$ cat src/rtl/cfapnw_pkg.sv
// Shared types, widths and helpers for the color-filter nibble writer.
// No dependencies; imported by cfapnw_expand and cfa_pixel_nibble_writer.
`default_nettype none

package cfapnw_pkg;

   localparam int PIX_W   = 11;   // logical coordinate width
   localparam int POS_W   = 13;   // panel coordinate width (3*2047+2 fits)
   localparam int COLOR_W = 16;
   localparam int ADDR_W  = 20;
   localparam int NIB_W   = 4;
   localparam int CNT_W   = 2;    // subpixel count / offset, 0..3

   // Filter phase, (column + row) mod 3.
   typedef enum logic [1:0] {
      PHASE_GREEN = 2'd0,
      PHASE_BLUE  = 2'd1,
      PHASE_RED   = 2'd2
   } phase_type;

   // One pixel after bounds check: base position and how many of the
   // 3x3 (or 1x1) subpixels fall inside the panel along each axis.
   typedef struct packed {
      logic [POS_W-1:0]   col;
      logic [POS_W-1:0]   row;
      logic [COLOR_W-1:0] color;
      logic [CNT_W-1:0]   ncols;
      logic [CNT_W-1:0]   nrows;
      phase_type          phase;
   } cfapnw_item_type;

   // One subpixel write before address generation.
   typedef struct packed {
      logic [POS_W-1:0] col;
      logic [POS_W-1:0] row;
      logic [NIB_W-1:0] nibble;
      logic             last;
   } cfapnw_sub_type;

   // Reduce 0..7 to mod 3 with two compare-subtract steps.
   function automatic phase_type mod3_small(input logic [2:0] v);
      logic [2:0] r;
      r = v;
      if (r >= 3'd3) begin
         r = r - 3'd3;
      end
      if (r >= 3'd3) begin
         r = r - 3'd3;
      end
      return phase_type'(r[1:0]);
   endfunction

   // 12-bit mod 3: base-4 digit sum (4 == 1 mod 3), fold again, then reduce.
   function automatic phase_type mod3_12(input logic [11:0] v);
      logic [4:0] s1;
      logic [2:0] s2;
      s1 = '0;
      for (int i = 0; i < 6; i++) begin
         s1 = s1 + 5'(v[2*i +: 2]);
      end
      s2 = 3'(s1[1:0]) + 3'(s1[3:2]) + 3'(s1[4]);
      return mod3_small(s2);
   endfunction

endpackage

`default_nettype wire

$ cat src/rtl/cfa_pixel_nibble_writer.sv
// Top level of the color-filter pixel nibble writer: input register, bounds
// stage, subpixel sequencer and address/output register. Uses cfapnw_pkg, cfapnw_expand.
`default_nettype none

// Channel   Dir  Word contents (low bit first)
// req_*     in   tdata[39:0]: pixel_x[10:0], pixel_y[10:0], color[15:0], zero pad
// rsp_*     out  tdata[31:0]: byte_addr[19:0], high_nibble, nibble_value[3:0], zero pad;
//                tlast = final write of the pixel
// csr_*     in   wr_data[0]: block_mode (1 = 3x3 block, 0 = single position)
//
// One write leaves per cycle unless rsp_tready stalls. A fine-mode pixel gives
// one write, a block-mode pixel one write per in-panel subpixel (up to nine),
// set by the sequencer. Pixels with no in-panel position are dropped and give
// no output write. A pixel passes the input, bounds, sequencer and output registers.
// Reset is synchronous; it empties every stage and sets block_mode to 1.
// Stalls on rsp_tready back up stage by stage; nothing is lost or repeated.

module cfa_pixel_nibble_writer #(
   parameter int PANEL_WIDTH  = 1448,
   parameter int PANEL_HEIGHT = 1072
) (
   input  wire logic        clock,
   input  wire logic        reset,
   // input pixels
   input  wire logic        req_tvalid,
   output      logic        req_tready,
   input  wire logic [39:0] req_tdata,   // pixel_x, pixel_y, color
   // nibble writes
   output      logic        rsp_tvalid,
   input  wire logic        rsp_tready,
   output      logic [31:0] rsp_tdata,   // byte_addr, high_nibble, nibble_value
   output      logic        rsp_tlast,
   // block_mode register
   input  wire logic        csr_wr_en,
   input  wire logic        csr_wr_data
);
   import cfapnw_pkg::*;

   localparam int HALF_W = $clog2(PANEL_WIDTH / 2 + 1);
   localparam int PROD_W = POS_W + HALF_W;
   localparam int SUM_W  = ((PROD_W > ADDR_W) ? PROD_W : ADDR_W) + 1;
   localparam logic [HALF_W-1:0] HALF = HALF_W'(PANEL_WIDTH / 2);
   localparam logic [POS_W:0]    WLIM = (POS_W + 1)'(PANEL_WIDTH);
   localparam logic [POS_W:0]    HLIM = (POS_W + 1)'(PANEL_HEIGHT);
   // an odd width puts its last column one byte past PANEL_WIDTH/2 per row
   localparam longint unsigned   FB_BYTES =
      longint'(PANEL_HEIGHT) * longint'((PANEL_WIDTH + 1) / 2);

   // mode register
   logic block_mode_ff;

   always_ff @(posedge clock) begin
      if (reset) begin
         block_mode_ff <= 1'b1;
      end else if (csr_wr_en) begin
         block_mode_ff <= csr_wr_data;
      end
   end

   // ---- stage A: input register ----
   logic               a_valid_ff, a_valid_in, a_free;
   logic [PIX_W-1:0]   a_px_ff, a_py_ff;
   logic [COLOR_W-1:0] a_color_ff;
   logic               a_mode_ff;

   // ---- stage B: bounds-checked pixel ----
   logic               b_valid_ff, b_valid_in, b_free;
   cfapnw_item_type    b_item_ff, b_item_in;
   logic               exp_in_ready;

   // ---- sequencer out / stage E ----
   logic               exp_out_valid, e_free;
   cfapnw_sub_type     exp_sub;
   logic               e_valid_ff, e_valid_in;
   logic [ADDR_W-1:0]  e_addr_ff;
   logic               e_high_ff;
   logic [NIB_W-1:0]   e_nib_ff;
   logic               e_last_ff;

   assign b_free     = !b_valid_ff || exp_in_ready;
   assign a_free     = !a_valid_ff || b_free;
   assign req_tready = a_free;
   assign a_valid_in = a_free ? req_tvalid : a_valid_ff;

   always_ff @(posedge clock) begin
      if (req_tvalid && a_free) begin
         a_px_ff    <= req_tdata[10:0];
         a_py_ff    <= req_tdata[21:11];
         a_color_ff <= req_tdata[37:22];
         a_mode_ff  <= block_mode_ff;
      end
   end

   // Base position (x3 in block mode) and count of in-panel columns/rows.
   logic [POS_W-1:0] base_col, base_row;
   logic             c0, c1, c2, r0, r1, r2;
   logic [CNT_W-1:0] ncols, nrows;

   always_comb begin
      base_col = a_mode_ff ? (POS_W'({a_px_ff, 1'b0}) + POS_W'(a_px_ff)) : POS_W'(a_px_ff);
      base_row = a_mode_ff ? (POS_W'({a_py_ff, 1'b0}) + POS_W'(a_py_ff)) : POS_W'(a_py_ff);
      c0 = ((POS_W + 1)'(base_col))         < WLIM;
      c1 = ((POS_W + 1)'(base_col) + 14'd1) < WLIM;
      c2 = ((POS_W + 1)'(base_col) + 14'd2) < WLIM;
      r0 = ((POS_W + 1)'(base_row))         < HLIM;
      r1 = ((POS_W + 1)'(base_row) + 14'd1) < HLIM;
      r2 = ((POS_W + 1)'(base_row) + 14'd2) < HLIM;
      if (!a_mode_ff) begin
         ncols = {1'b0, c0};
         nrows = {1'b0, r0};
      end else begin
         ncols = c2 ? 2'd3 : c1 ? 2'd2 : {1'b0, c0};
         nrows = r2 ? 2'd3 : r1 ? 2'd2 : {1'b0, r0};
      end
      b_item_in.col   = base_col;
      b_item_in.row   = base_row;
      b_item_in.color = a_color_ff;
      b_item_in.ncols = ncols;
      b_item_in.nrows = nrows;
      // block origin sits at a multiple of 3 on both axes: phase starts at green
      b_item_in.phase = a_mode_ff ? PHASE_GREEN
                                  : mod3_12(12'(a_px_ff) + 12'(a_py_ff));
   end

   // pixels entirely off panel are dropped here
   assign b_valid_in = b_free ? (a_valid_ff && (ncols != '0) && (nrows != '0)) : b_valid_ff;

   always_ff @(posedge clock) begin
      if (b_free) begin
         b_item_ff <= b_item_in;
      end
   end

   cfapnw_expand u_expand (
      .clock     (clock),
      .reset     (reset),
      .in_valid  (b_valid_ff),
      .in_ready  (exp_in_ready),
      .in_item   (b_item_ff),
      .out_valid (exp_out_valid),
      .out_ready (e_free),
      .out_sub   (exp_sub)
   );

   // ---- stage E: address multiply and output register ----
   logic [PROD_W-1:0] prod;
   logic [SUM_W-1:0]  addr_sum;

   assign e_free     = !e_valid_ff || rsp_tready;
   assign e_valid_in = e_free ? exp_out_valid : e_valid_ff;
   assign prod       = PROD_W'(exp_sub.row) * PROD_W'(HALF);
   assign addr_sum   = SUM_W'(prod) + SUM_W'(exp_sub.col[POS_W-1:1]);

   always_ff @(posedge clock) begin
      if (e_free) begin
         e_addr_ff <= addr_sum[ADDR_W-1:0];
         e_high_ff <= exp_sub.col[0];
         e_nib_ff  <= exp_sub.nibble;
         e_last_ff <= exp_sub.last;
      end
   end

   always_ff @(posedge clock) begin
      if (reset) begin
         a_valid_ff <= 1'b0;
         b_valid_ff <= 1'b0;
         e_valid_ff <= 1'b0;
      end else begin
         a_valid_ff <= a_valid_in;
         b_valid_ff <= b_valid_in;
         e_valid_ff <= e_valid_in;
      end
   end

   assign rsp_tvalid = e_valid_ff;
   assign rsp_tdata  = {7'd0, e_nib_ff, e_high_ff, e_addr_ff};
   assign rsp_tlast  = e_last_ff;

   // ---- checks ----
   // only pixels with at least one in-panel position reach the sequencer
   a_b_nonempty: assert property (@(posedge clock) disable iff (reset)
      b_valid_ff |-> (b_item_ff.ncols != '0) && (b_item_ff.nrows != '0))
      else $error("empty pixel entered sequencer");

   // bounds stage holds its pixel while the sequencer is busy
   a_b_hold: assert property (@(posedge clock) disable iff (reset)
      b_valid_ff && !exp_in_ready |=> b_valid_ff && $stable(b_item_ff))
      else $error("bounds stage lost a pixel under stall");

   // every address lands inside the framebuffer, when the framebuffer fits 20 address bits
   a_addr_range: assert property (@(posedge clock) disable iff (reset)
      e_valid_ff |-> (64'(e_addr_ff) < 64'(FB_BYTES)) || (FB_BYTES > 64'hFFFFF))
      else $error("write address beyond framebuffer");

   // nothing can reach the output register without passing the earlier stages
   a_no_phantom: assert property (@(posedge clock) disable iff (reset)
      $rose(e_valid_ff) |-> $past(exp_out_valid))
      else $error("output word without sequencer word");

endmodule

`default_nettype wire

$ cat src/rtl/cfapnw_expand.sv
// Subpixel sequencer: walks the in-panel part of each pixel block, one
// write per cycle while the output is not stalled, registered output. Depends on cfapnw_pkg.
`default_nettype none

module cfapnw_expand (
   input  wire logic                        clock,
   input  wire logic                        reset,
   input  wire logic                        in_valid,
   output      logic                        in_ready,
   input  wire cfapnw_pkg::cfapnw_item_type in_item,
   output      logic                        out_valid,
   input  wire logic                        out_ready,
   output      cfapnw_pkg::cfapnw_sub_type  out_sub
);
   import cfapnw_pkg::*;

   cfapnw_item_type  item_ff;
   logic             busy_ff, busy_in;
   logic [CNT_W-1:0] dx_ff, dx_in, dy_ff, dy_in;
   cfapnw_sub_type   sub_ff, sub_in;
   logic             sub_valid_ff, sub_valid_in;

   logic             sub_free, emit, at_end, take;
   phase_type        ph;
   logic [NIB_W-1:0] nib;

   assign sub_free = !sub_valid_ff || out_ready;
   assign emit     = busy_ff && sub_free;
   assign at_end   = (dx_ff == item_ff.ncols - 2'd1) && (dy_ff == item_ff.nrows - 2'd1);
   assign in_ready = !busy_ff || (emit && at_end);
   assign take     = in_valid && in_ready;

   assign ph = mod3_small(3'(item_ff.phase) + 3'(dx_ff) + 3'(dy_ff));

   always_comb begin
      case (ph)
         PHASE_GREEN: nib = item_ff.color[10:7];
         PHASE_BLUE:  nib = item_ff.color[4:1];
         PHASE_RED:   nib = item_ff.color[15:12];
         default:     nib = item_ff.color[15:12];
      endcase
   end

   always_comb begin
      busy_in = busy_ff;
      dx_in   = dx_ff;
      dy_in   = dy_ff;
      if (take) begin
         busy_in = 1'b1;
         dx_in   = '0;
         dy_in   = '0;
      end else if (emit) begin
         if (at_end) begin
            busy_in = 1'b0;
         end
         if (dx_ff == item_ff.ncols - 2'd1) begin
            dx_in = '0;
            dy_in = dy_ff + 2'd1;
         end else begin
            dx_in = dx_ff + 2'd1;
         end
      end
   end

   always_comb begin
      sub_valid_in = sub_free ? emit : sub_valid_ff;
      sub_in       = sub_ff;
      if (emit) begin
         sub_in.col    = item_ff.col + POS_W'(dx_ff);
         sub_in.row    = item_ff.row + POS_W'(dy_ff);
         sub_in.nibble = nib;
         sub_in.last   = at_end;
      end
   end

   always_ff @(posedge clock) begin
      if (reset) begin
         busy_ff      <= 1'b0;
         sub_valid_ff <= 1'b0;
         dx_ff        <= '0;
         dy_ff        <= '0;
      end else begin
         busy_ff      <= busy_in;
         sub_valid_ff <= sub_valid_in;
         dx_ff        <= dx_in;
         dy_ff        <= dy_in;
      end
   end

   always_ff @(posedge clock) begin
      if (take) begin
         item_ff <= in_item;
      end
      sub_ff <= sub_in;
   end

   assign out_valid = sub_valid_ff;
   assign out_sub   = sub_ff;

endmodule

`default_nettype wire
$ cat config.mk
export PLATFORM = sky130hd
export DESIGN_NAME = cfa_pixel_nibble_writer
export DESIGN_NICKNAME = d
export VERILOG_FILES = /design/src/rtl/cfapnw_pkg.sv /design/src/rtl/cfa_pixel_nibble_writer.sv /design/src/rtl/cfapnw_expand.sv
export SDC_FILE = /design/constraint.sdc
export NUM_CORES = 1
export LEC_CHECK = 0
export CORE_MARGIN = 2
export CORE_UTILIZATION = 31
export DETAILED_ROUTE_END_ITERATION = 8
export DONT_BUFFER_PORTS = 1
export PLACE_DENSITY = 0.5
export SYNTH_ARGS = -nofsm -noshare
export SYNTH_HDL_FRONTEND = slang
export SYNTH_SLANG_ARGS = --single-unit
$ cat constraint.sdc
create_clock -name clock -period 14.45 [get_ports clock]
set_clock_uncertainty 0.15 [all_clocks]
set_input_delay 1.445 -clock clock [delete_from_list [all_inputs] [get_ports clock]]
set_output_delay 1.445 -clock clock [all_outputs]
set_load 0.05 [all_outputs]
Yosys cells after proc, flatten, opt, wreduce, memory -nomap -nowiden
Index checks and enable logic that the tools add are counted.
{"block": "word_totals", "reg_bits": 202, "input_bits": 46}
{"block": "op_classes", "n_addsub": 27, "n_mul": 1, "n_lt_le_gt_ge": 10, "n_eq_ne": 3, "n_mux": 17, "reduce_logical": 25}
{"cell": "< comparator 14 x 11 -> 1 bit, second input constant", "count": 4}
{"cell": "adder 13 x 1 -> 14 bit, second input constant", "count": 2}
{"cell": "adder 13 x 2 -> 14 bit, second input constant", "count": 2}
{"cell": "adder 12 x 11 -> 13 bit", "count": 2}
{"cell": "adder 13 x 2 -> 13 bit", "count": 2}
{"cell": "< comparator 13 x 11 -> 1 bit, second input constant", "count": 2}
{"cell": "2-to-1 mux 13 bit", "count": 2}
{"cell": "adder 20 x 12 -> 20 bit", "count": 1}
{"cell": "multiplier 13 x 8 -> 18 bit, second input constant", "count": 1}
{"cell": "2-to-1 mux 2 bit", "count": 9}
{"cell": "adder 11 x 11 -> 12 bit", "count": 1}
{"cell": ">= comparator 3 x 2 -> 1 bit, second input constant", "count": 4}
{"cell": "adder 5 x 2 -> 5 bit", "count": 2}
{"cell": "adder 2 x 2 -> 3 bit", "count": 3}
{"cell": "one-hot mux 4 bit (2 select lines)", "count": 1}
{"cell": "nonzero test 2 bit", "count": 4}
{"cell": "logical AND 1 bit", "count": 7}
{"cell": "2-to-1 mux 3 bit", "count": 2}
{"cell": "subtractor 3 x 2 -> 3 bit, second input constant", "count": 2}
{"cell": "adder 4 x 2 -> 5 bit", "count": 1}
{"cell": "zero test 1 bit", "count": 5}
{"cell": "logical OR 1 bit", "count": 5}
{"cell": "adder 2 x 1 -> 2 bit, second input constant", "count": 2}
{"cell": "adder 3 x 2 -> 4 bit", "count": 1}
{"cell": "10 further kinds", "count": 16}

Depth between registers and ports, before layout
Gate-level depths: netlist of the first run.
{"block": "depth", "ltp_word": 12, "mapped_depth": 30}

Cells and area by module
A second synthesis of the first run with hierarchy kept.
{"block": "unflattened", "hier_cells": 1034, "hier_area_um2": 12155.4}
{"mod": "cfa_pixel_nibble_writer", "n_inst": 1, "cells_each": 798, "area_per_inst_um2": 8732.1, "seq_area_each_um2": 3473.3}
{"mod": "cfapnw_expand", "n_inst": 1, "cells_each": 236, "area_per_inst_um2": 3423.3, "seq_area_each_um2": 2372.3}

Worst setup path before layout of the first run
No wires, ideal clock.
{"block": "synth_path", "path_kind": "reg2reg", "from": "reg a_px_ff[1]", "to": "reg b_item_ff[1] (netlist name) (data pin)", "setup_ns": 0.268, "arrival_ns": 6.302, "required_time_ns": 14.032, "slack_ns": 7.730, "path_stages_with_launch": 28, "path_cell_list": "edfxtp_1 > ha_1 > a21o_1 > a21oi_1 > o21ai_0 > a21oi_1 > o21bai_1 > a21oi_1 > o21bai_1 > a21oi_1 > xor2_1 > fa_1 > inv_1 > fa_1 > ha_1 > inv_1 > fa_1 > xnor2_1 > fa_1 > fa_1 > ha_1 > ha_1 > or3_1 > o21a_1 > ha_1 > a21oi_1 > nor2b_1 > nor3_1"}
{"block": "synth_between", "elab_chain_cells": 12}
{"element": "start: declaration", "line": "cfa_pixel_nibble_writer.sv:62", "source": "logic [PIX_W-1:0] a_px_ff, a_py_ff;"}
{"element": "start signal: assignment", "line": "cfa_pixel_nibble_writer.sv:87", "source": "a_px_ff <= req_tdata[10:0];"}
{"element": "adder 11 x 11 -> 12 bit (*)", "line": "cfa_pixel_nibble_writer.sv:122", "source": ": mod3_12(12'(a_px_ff) + 12'(a_py_ff));"}
{"element": "adder 2 x 2 -> 3 bit", "line": "cfapnw_pkg.sv:59", "source": "s1 = s1 + 5'(v[2*i +: 2]);"}
{"element": "adder 3 x 2 -> 4 bit", "line": "cfapnw_pkg.sv:59"}
{"element": "adder 4 x 2 -> 5 bit", "line": "cfapnw_pkg.sv:59"}
{"element": "adder 5 x 2 -> 5 bit", "line": "cfapnw_pkg.sv:59"}
{"element": "adder 5 x 2 -> 5 bit (*)", "line": "cfapnw_pkg.sv:59"}
{"element": "adder 2 x 2 -> 3 bit", "line": "cfapnw_pkg.sv:61", "source": "s2 = 3'(s1[1:0]) + 3'(s1[3:2]) + 3'(s1[4]);"}
{"element": "adder 3 x 1 -> 3 bit (*)", "line": "cfapnw_pkg.sv:61"}
{"element": "subtractor 3 x 2 -> 3 bit / >= comparator 3 x 2 -> 1 bit (equally long branches)", "line": "cfapnw_pkg.sv:45, cfapnw_pkg.sv:44"}
{"element": "2-to-1 mux 3 bit (*)", "line": "cfapnw_pkg.sv:44", "source": "if (r >= 3'd3) begin"}
{"element": ">= comparator 3 x 2 -> 1 bit / subtractor 2 bit (equally long branches)", "line": "cfapnw_pkg.sv:47, cfapnw_pkg.sv:48"}
{"element": "2-to-1 mux 2 bit (*)", "line": "cfapnw_pkg.sv:47", "source": "if (r >= 3'd3) begin"}
{"element": "end signal: assignment", "line": "cfa_pixel_nibble_writer.sv:130", "source": "b_item_ff <= b_item_in;"}
{"element": "end: declaration", "line": "cfa_pixel_nibble_writer.sv:68", "source": "cfapnw_item_type b_item_ff, b_item_in;"}
Every way passes the cells marked *; elsewhere a longest branch is shown, timed or not.
A chain may end at the register's enable or synchronous reset.

Worst setup path in the final report of the first run
{"block": "layout_path", "from": "reg a_px_ff[1]", "to": "reg b_item_ff[0] (netlist name) (data pin)"}
The elaborated chain is that of the path after synthesis.

==> out/summary.txt, run 1 <==
Post-synthesis cell area = 11200 um^2
Post-synth top area cell = edfxtp_1
Top FF cell, synth = edfxtp_1
Die Height = 194 um
Drt via density = 4.51
Drc violations = 0
Drt total wl = 20200 um
CTS Hold Bufs = 0
Hold WC Path Type = flop to flop
Multi-input gate area = 5180 um^2
Final setup fails = 0
Clock slew at reported path FFs = 0.07 ns
H-tree levels = 4
Worst Hold End = u_expand.item_ff[2]
Status = completed
Core Region = 35700 um^2
Placer Congestion = 0.751
Avg Cell Area, Syn = 12.2 um^2
I/O pin cnt = 81
Number of flops mapped to enable cells by yosys = 180
Vias in the first global route = 6169
Most common cell after layout, fill and taps aside = edfxtp_1
Pins Over Slew Limit = 0
Die W = 194 um
Worst Hold Depth = 0
Yosys warning total = 0
Clock Latency Late Sink = 0.43 ns
Initial core utilization = 31.6%
Drt first pass iters = 5
Slowest stage delay, CP = 0.55 ns
Fraction of layout cells with a size suffix above 1 = 6.14%
DP HPWL = 15800 um
Fill count = 3502
Worst reg2reg path depth = 28
CP max-delay cell = fa_1
WP data required = 14.45 ns
PnR worst setup slack = 7.20 ns
Vias = 6347
Pre-CTS setup slack = 7.20 ns
Tmin final = 7.25 ns
Share of the yosys chip area belonging to registers = 49.8%
Wire per inst = 14.4 um
Commonest cells after routing, fill and taps aside = edfxtp_1 (180), inv_1 (110), ha_1 (102), a21oi_1 (59), nor2_1 (57)
Slew at the pin closest to its max-slew limit = 1.08 ns
Post-CTS setup buffers = 0
Port-buffer cells = 0
Final hold vios = 0
FF-to-FF End = b_item_ff[0]
Reg2Reg Setup Slack = 7.20 ns
Hold path startpoint = b_item_ff[2]
CP endpoint kind = flop
Root buf cell = clkbuf_16
Setup TNS Final = 0 ns
CTS resizes = 0
Area Overhead vs Synth = 9.92%
Slew Limit Headroom = 27.9%
Ranking of synthesized cells by area = edfxtp_1 (48%), ha_1 (11%), fa_1 (8.0%)
Clock Sinks = 190
Period utilisation layout = 50.2%
Critical path class = flop to flop
Pwr Density = 167 nW/um^2
Synthesized flop and latch total = 190
Max-cap violations = 0
F_max = 138 MHz
Max VDD drop = 261 uV
CTS Buffer Depth = 2
Netlist cell types = 70
Crit-path most repeated cell = a21oi_1
Pleak = 4.94 nW
First-pass GRT wire length = 32900 um
Max Fanout on Critical Path = 6
Antenna diode count = 0
Overall fraction of global-route tracks in use = 11.2%
Post-synth ARST share = 0%
Antenna violations before repair = 0
Synth Instances = 920
Die Area = 37800 um^2
CTS tree = done
Total grt overflow = 0
Nets = 1126
Startpoint types = flop
RSZ-0062 raised after global routing = false
Synth top area share = 48.0%
Reg2reg start = a_px_ff[1]
Site Rows = 69
CTS buffer count = 17
Worst Path Arrival = 7.25 ns
Initial DRC Count = 211
Sequential Area = 5610 um^2
Largest net degree at the start of global routing = 54
Antenna-violating nets left = 0
==> Yosys cell counts (19+ instances only) <==
master and number:
nor2_1 57, xnor2_1 54, edfxtp_1 180, nand3_1 21
a21o_1 19, inv_1 110, a21oi_1 59, xor2_1 25
ha_1 102, nand2_1 32, fa_1 45, nor2b_1 19
o21ai_0 20
==> power breakdown <==
part           switching (mW)  total [mW]  internal, mW  leakage (nW)
sequential             0.0748       0.744         0.669          1.85
combinational           0.484       0.885         0.401          2.83
clock                   0.216       0.442         0.227         0.269
total                   0.774        2.07          1.30          4.94
==> cell families after synthesis <==
group	share of synthesized area, %
buffers and inverters	4.53
AND/OR/NAND/NOR	8.79
multiplexers	1.15
AO/OA/AOI/OAI	10.2
other	0.0333
adder cells (fa/ha/maj)	19.4
flip-flops	49.8
XOR/XNOR	6.15
==> critical path, delay by kind of cell, from the launching register on <==
family	cells	cell delay [ns]
xor+xnor	2	0.30
simple gates	3	0.52
flops	1	0.53
fa+ha+maj	10	3.45
buf+inv	2	0.10
compound gates	11	1.95
==> worst max path at each step <==
stage	from	endpoint	cells after the start
CTS	a_px_ff[1]	b_item_ff[0]	28
global placement	a_px_ff[1]	b_item_ff[0]	28
global route	a_px_ff[1]	b_item_ff[1]	27
finish	a_px_ff[1]	b_item_ff[0]	28
detailed placement	a_px_ff[1]	b_item_ff[0]	28
floorplan	a_px_ff[1]	b_item_ff[1]	27
==> flip-flops by register name (all words and copies together) (netlist names), 4 cells and up <==
signal / cells
a_px_ff: 11
u_expand.out_sub: 31
u_expand.item_ff: 44
b_item_ff: 44
e_nib_ff: 4
e_addr_ff: 20
a_color_ff: 12
a_py_ff: 11
==> metrics by stage <==
step	cell area [um^2]	power, mW	utilization, %	std cells	hold slack, ns
global placement	11800	1.62	33.1	1375	0.251
detailed placement	11800	1.65	33.1	1375	0.255
CTS	12400	2.10	34.7	1406	0.268
finish	12400	2.07	34.7	1406	0.268
floorplan	11300	1.49	-	926	0.250
global route	12400	2.26	34.7	1406	0.274
==> layout make-up <==
| type | count | area share [%] |
|---|---|---|
| Tap cell | 461 | 4.66 |
| Inverter | 110 | 3.34 |
| Multi-Input combinational cell | 609 | 41.9 |
| Clock buffer | 18 | 3.47 |
| Clock inverter | 13 | 0.981 |
| Timing Repair Buffer | 5 | 0.304 |
| Sequential cell | 190 | 45.3 |
==> metal layers <==
metal	share of wire, %	global-route usage (%)	vias up
met5	0	0	-
met4	0.81	2.82	0
met3	2.6	2.46	8
met2	47	18.2	80
met1	50	15.0	2962
li1	-	-	3297
Note: power is estimated with default switching activity, not from simulation.
==> run 2: changes to the inputs <==
- clock period: 14.45 -> 7.32 ns (I/O delays scaled with it)
==> run 2 against run 1 <==
  * Clock power is 100% higher
  * Cell count rose by 0.43%
  * Via count is 0.68% lower
  * Sequential share of layout area fell by 0.22 points
  * Highest routed layer unchanged
  * Maximum frequency up 4.3%
  * Core utilization up 0.17 points
  * Critical path depth unchanged
  * Clock-buffer cell count grew 1
  * Worst setup slack worse by 6.8 ns
  * Power rose by 98%
==> out/summary.txt, run 2 (synthesis results as in run 1) <==
Fin cells = 1412
Comb pwr share = 42.3%
Critical path class = flop to flop
Port-buffer cells = 0
Final setup fails = 0
Vias in the first global route = 6389
Placed cells = 1378
Vias = 6304
Largest net degree at the start of global routing = 54
Sw Ratio = 37.1%
Final hold vios = 0
Tmin final = 6.95 ns
Max-cap violations = 0
Slew Limit Headroom = 27.7%
Period utilisation layout = 95.0%
Antenna-violating nets left = 0
Drt via density = 4.46
Placer Congestion = 0.767
CP max-delay cell = fa_1
Drt total wl = 20400 um
Nets = 1131
Commonest cells after routing, fill and taps aside = edfxtp_1 (180), inv_1 (110), ha_1 (102), a21oi_1 (57), nor2_1 (57)
Antenna violations before repair = 0
Die Height = 194 um
DP HPWL = 15900 um
Hold path startpoint = reset
FF-to-FF End = b_item_ff[0]
Slew at the pin closest to its max-slew limit = 1.08 ns
F_max = 144 MHz
I/O pin cnt = 81
Clock network power share = 22.0%
Pre-CTS setup slack = 0.215 ns
CTS buffer count = 17
Die W = 194 um
Fin area = 12400 um^2
CTS Hold Bufs = 0
Worst Path Arrival = 6.96 ns
H-tree levels = 4
Initial DRC Count = 246
Max Fanout on Critical Path = 4
Core Region = 35700 um^2
Die Area = 37800 um^2
Area Overhead vs Synth = 10.5%
Net Switching = 1.52 mW
CP endpoint kind = flop
CTS tree = done
Max VDD drop = 385 uV
Final Util = 34.8%
Pwr Density = 331 nW/um^2
Fill count = 3491
Clock Latency Late Sink = 0.43 ns
Antenna diode count = 0
First-pass GRT wire length = 33100 um
PnR worst setup slack = 0.369 ns
Startpoint types = flop
Wire per inst = 14.4 um
Clock Sinks = 190
Site Rows = 69
Reg2Reg Setup Slack = 0.37 ns
CTS Buffer Depth = 2
Pins Over Slew Limit = 0
Reg power frac = 35.7%
Drt first pass iters = 4
Slowest stage delay, CP = 0.54 ns
Power Internal = 2.59 mW
Reg2reg start = a_px_ff[1]
Placed cell area = 11800 um^2
Clock slew at reported path FFs = 0.07 ns
Most common cell after layout, fill and taps aside = edfxtp_1
Status = completed
Fraction of layout cells with a size suffix above 1 = 6.62%
Worst reg2reg path depth = 28
Pleak = 4.98 nW
Overall fraction of global-route tracks in use = 11.2%
Hold WC Path Type = input pin to flop
Total grt overflow = 0
Initial core utilization = 31.6%
End of the critical path = b_item_ff[0]
Critical path startpoint = a_px_ff[1]
Drc violations = 0
WP data required = 7.33 ns
Root buf cell = clkbuf_16
## run 2: cell types whose count changed in the layout (fill, tap and decap cells not counted)
cell	before	now
inv_6	5	3
bufinv_16	0	1
clkinv_1	0	2
clkbuf_1	1	2
clkinv_4	3	2
buf_4	5	10
a21oi_2	0	2
a21oi_1	59	57
## run 2: power groups by stage
stage | Combinational, mW | Sequential [mW] | Clock, mW
4_1_cts | 1.76 | 1.47 | 0.936
5_1_grt | 2.01 | 1.48 | 0.984
2_1_floorplan | 1.47 | 1.48 | 0
3_3_place_gp | 1.70 | 1.49 | 0
3_5_place_dp | 1.75 | 1.50 | 0
6_report | 1.74 | 1.47 | 0.905
## run 2: worst min path at each step
stage / cells after the start / to / slack, ns
floorplan: 0 / b_item_ff[10] / 0.25
global placement: 0 / u_expand.item_ff[10] / 0.25
detailed placement: 0 / b_item_ff[9] / 0.25
CTS: 1 / a_valid_ff / 0.20
global route: 1 / rsp_tvalid / 0.19
finish: 1 / u_expand.busy_ff / 0.22
## run 2: per-stage QoR
stage | setup TNS [ns] | power [mW] | hold WS, ns
6_report | 0 | 4.11 | 0.225
5_1_grt | -0.0132 | 4.47 | 0.192
4_1_cts | 0 | 4.17 | 0.198
3_5_place_dp | 0 | 3.25 | 0.255
3_3_place_gp | 0 | 3.19 | 0.252
2_1_floorplan | 0 | 2.95 | 0.250
## run 2: per-layer routing
metal | part of all wire, % | up-vias | global-route usage [%]
met1 | 49 | 2913 | 14.9
met5 | 0 | - | 0
li1 | - | 3302 | -
met3 | 3.4 | 14 | 2.88
met2 | 46 | 75 | 18.2
met4 | 1.2 | 0 | 2.88
## run 2: worst max-delay path, delay by kind of cell (launching register included)
kind / cells / cell delay, ns
adders and majority gates: 10 / 3.40
AOI/OAI and AO/OA: 11 / 1.81
and+or+nand+nor: 3 / 0.53
DFF: 1 / 0.41
xor gates and xnor gates: 2 / 0.27
buffers and inverters: 2 / 0.10
## run 2: final cells by class
type | count | area (um^2) | area share (%)
repair buffers | 10 | 75.1 | 0.604
flip-flops and latches | 190 | 5610 | 45.1
clock buffers | 19 | 433 | 3.48
well taps | 461 | 577 | 4.64
inverters | 110 | 413 | 3.32
clock inverters | 13 | 133 | 1.07
multi-input cells | 609 | 5190 | 41.8
## run 2: timing repair
item	4_1_cts	5_1_grt
gates resized for setup	0	2
buffers inserted	0	2
setup endpoints to repair	0	2
==> run 3: changes to the inputs <==
- clock period: 7.32 -> 6.5 ns (I/O delays scaled with it)
==> run 3 against run 2 <==
  * Hold slack worse by 0.090 ns
  * Power up 55%
  * Core utilization up 0.66 points
  * Largest cell class unchanged
  * Flip-flop and latch count unchanged
  * Worst setup slack worse by 0.26 ns
  * Clock-buffer cell count down 2
  * Highest routed layer unchanged
  * Critical path type unchanged
==> out/summary.txt, run 3 (synthesis results as in run 1) <==
Status = completed
Max VDD drop = 1120 uV
Wire per inst = 14.3 um
I/O pin cnt = 81
CTS Hold Bufs = 0
Drt via density = 4.48
Max-cap violations = 0
Drt first pass iters = 6
Hold WC Path Type = input pin to flop
CTS Buffer Depth = 2
CP max-delay cell = fa_1
Port-buffer cells = 0
DP HPWL = 15900 um
Root buf cell = clkbuf_16
Largest net degree at the start of global routing = 54
Tmin final = 6.39 ns
Area Overhead vs Synth = 12.5%
First-pass GRT wire length = 34000 um
RSZ-0062 raised after global routing = true
Clock Latency Late Sink = 0.44 ns
Initial core utilization = 31.6%
Drc violations = 0
Slew Limit Headroom = 27.3%
CTS tree = done
WHS = 0.135 ns
Site Rows = 69
F_max = 157 MHz
Die Area = 37800 um^2
Nets = 1150
Most common cell after layout, fill and taps aside = edfxtp_1
Core Region = 35700 um^2
Startpoint types = flop
Clock slew at reported path FFs = 0.08 ns
CP endpoint kind = flop
Pleak = 5.08 nW
Antenna violations before repair = 0
Worst Path Arrival = 6.40 ns
Final Util = 35.5%
Crit-path most repeated cell = fa_1
H-tree levels = 4
Period utilisation layout = 98.3%
Slowest stage delay, CP = 0.54 ns
Die W = 194 um
Die Height = 194 um
Max Fanout on Critical Path = 4
Clock Sinks = 190
CTS buffer count = 17
Vias = 6410
Critical path class = flop to flop
Antenna-violating nets left = 0
Drt total wl = 20500 um
Placer Congestion = 0.748
WP data required = 6.51 ns
Fraction of layout cells with a size suffix above 1 = 10.7%
Final hold vios = 0
Antenna diode count = 0
Commonest cells after routing, fill and taps aside = edfxtp_1 (180), inv_1 (107), ha_1 (97), nor2_1 (57), a21oi_1 (53)
Total grt overflow = 0
Vias in the first global route = 6585
Pwr Density = 503 nW/um^2
Overall fraction of global-route tracks in use = 11.5%
Pins Over Slew Limit = 0
Final setup fails = 0
Initial DRC Count = 315
Slew at the pin closest to its max-slew limit = 1.09 ns
[run 3: final cells by class]
cell class / instances / area (um^2)
fillers: 3504 / 23000
flip-flops and latches: 190 / 5610
multi-input cells: 609 / 5290
well taps: 461 / 577
clock buffers: 17 / 425
inverters: 110 / 413
repair buffers: 29 / 218
clock inverters: 15 / 133
[run 3: repair_timing]
item | 4_1_cts | 5_1_grt
pin swaps | 18 | 9
endpoints found under the setup margin | 2 | 2
setup buffers | 5 | 0
hold endpoints to repair | 0 | 0
gates cloned | 0 | 0
resized for setup | 15 | 9
[run 3: stage by stage]
step | power [mW] | setup WS, ns | std cells | area (um^2) | TNS [ns]
6_report | 6.37 | 0.113 | 1431 | 12700 | 0
5_1_grt | 6.80 | -0.185 | 1431 | 12700 | -0.324
4_1_cts | 6.14 | -0.0188 | 1431 | 12600 | -0.0188
3_5_place_dp | 4.18 | -0.200 | 1394 | 12000 | -0.393
3_3_place_gp | 4.04 | -0.0592 | 1394 | 12000 | -0.0988
2_1_floorplan | 3.40 | 0.0130 | 926 | 11300 | 0
[run 3: path summary, 6_finish.rpt]
path	start	to	slack, ns	cells past startpoint
worst max register to register	a_py_ff[0]	b_item_ff[0]	0.11	26
worst min register to register	b_item_ff[25]	u_expand.item_ff[25]	0.27	0
worst max-delay path	a_py_ff[0]	b_item_ff[0]	0.11	26
worst min-delay path	reset	a_valid_ff	0.14	1
[run 3: worst max-delay path: cells and delay by family, from the launching register on]
| family | cells | cell delay (ns) |
|---|---|---|
| and+or+nand+nor | 3 | 0.49 |
| buffers and inverters | 4 | 0.19 |
| AOI/OAI and AO/OA | 5 | 0.66 |
| xor gates and xnor gates | 2 | 0.24 |
| DFF | 1 | 0.38 |
| adders and majority gates | 12 | 4.00 |
[run 3: per-layer routing]
layer | vias up | share of wire, % | routed length, um | track usage (%)
met5 | - | 0 | 0 | 0
met4 | 0 | 1.0 | 206 | 3.16
met3 | 13 | 2.7 | 555 | 2.26
met2 | 72 | 47 | 9700 | 19.0
met1 | 2990 | 49 | 10000 | 15.4
li1 | 3335 | - | - | -
[run 3: report_power, final]
part / switching (mW) / internal (mW) / total [mW]
Combinational: 1.68 / 2.03 / 3.72
Sequential: 0.162 / 1.49 / 1.65
Clock: 0.496 / 0.505 / 1.00
Total: 2.34 / 4.03 / 6.37
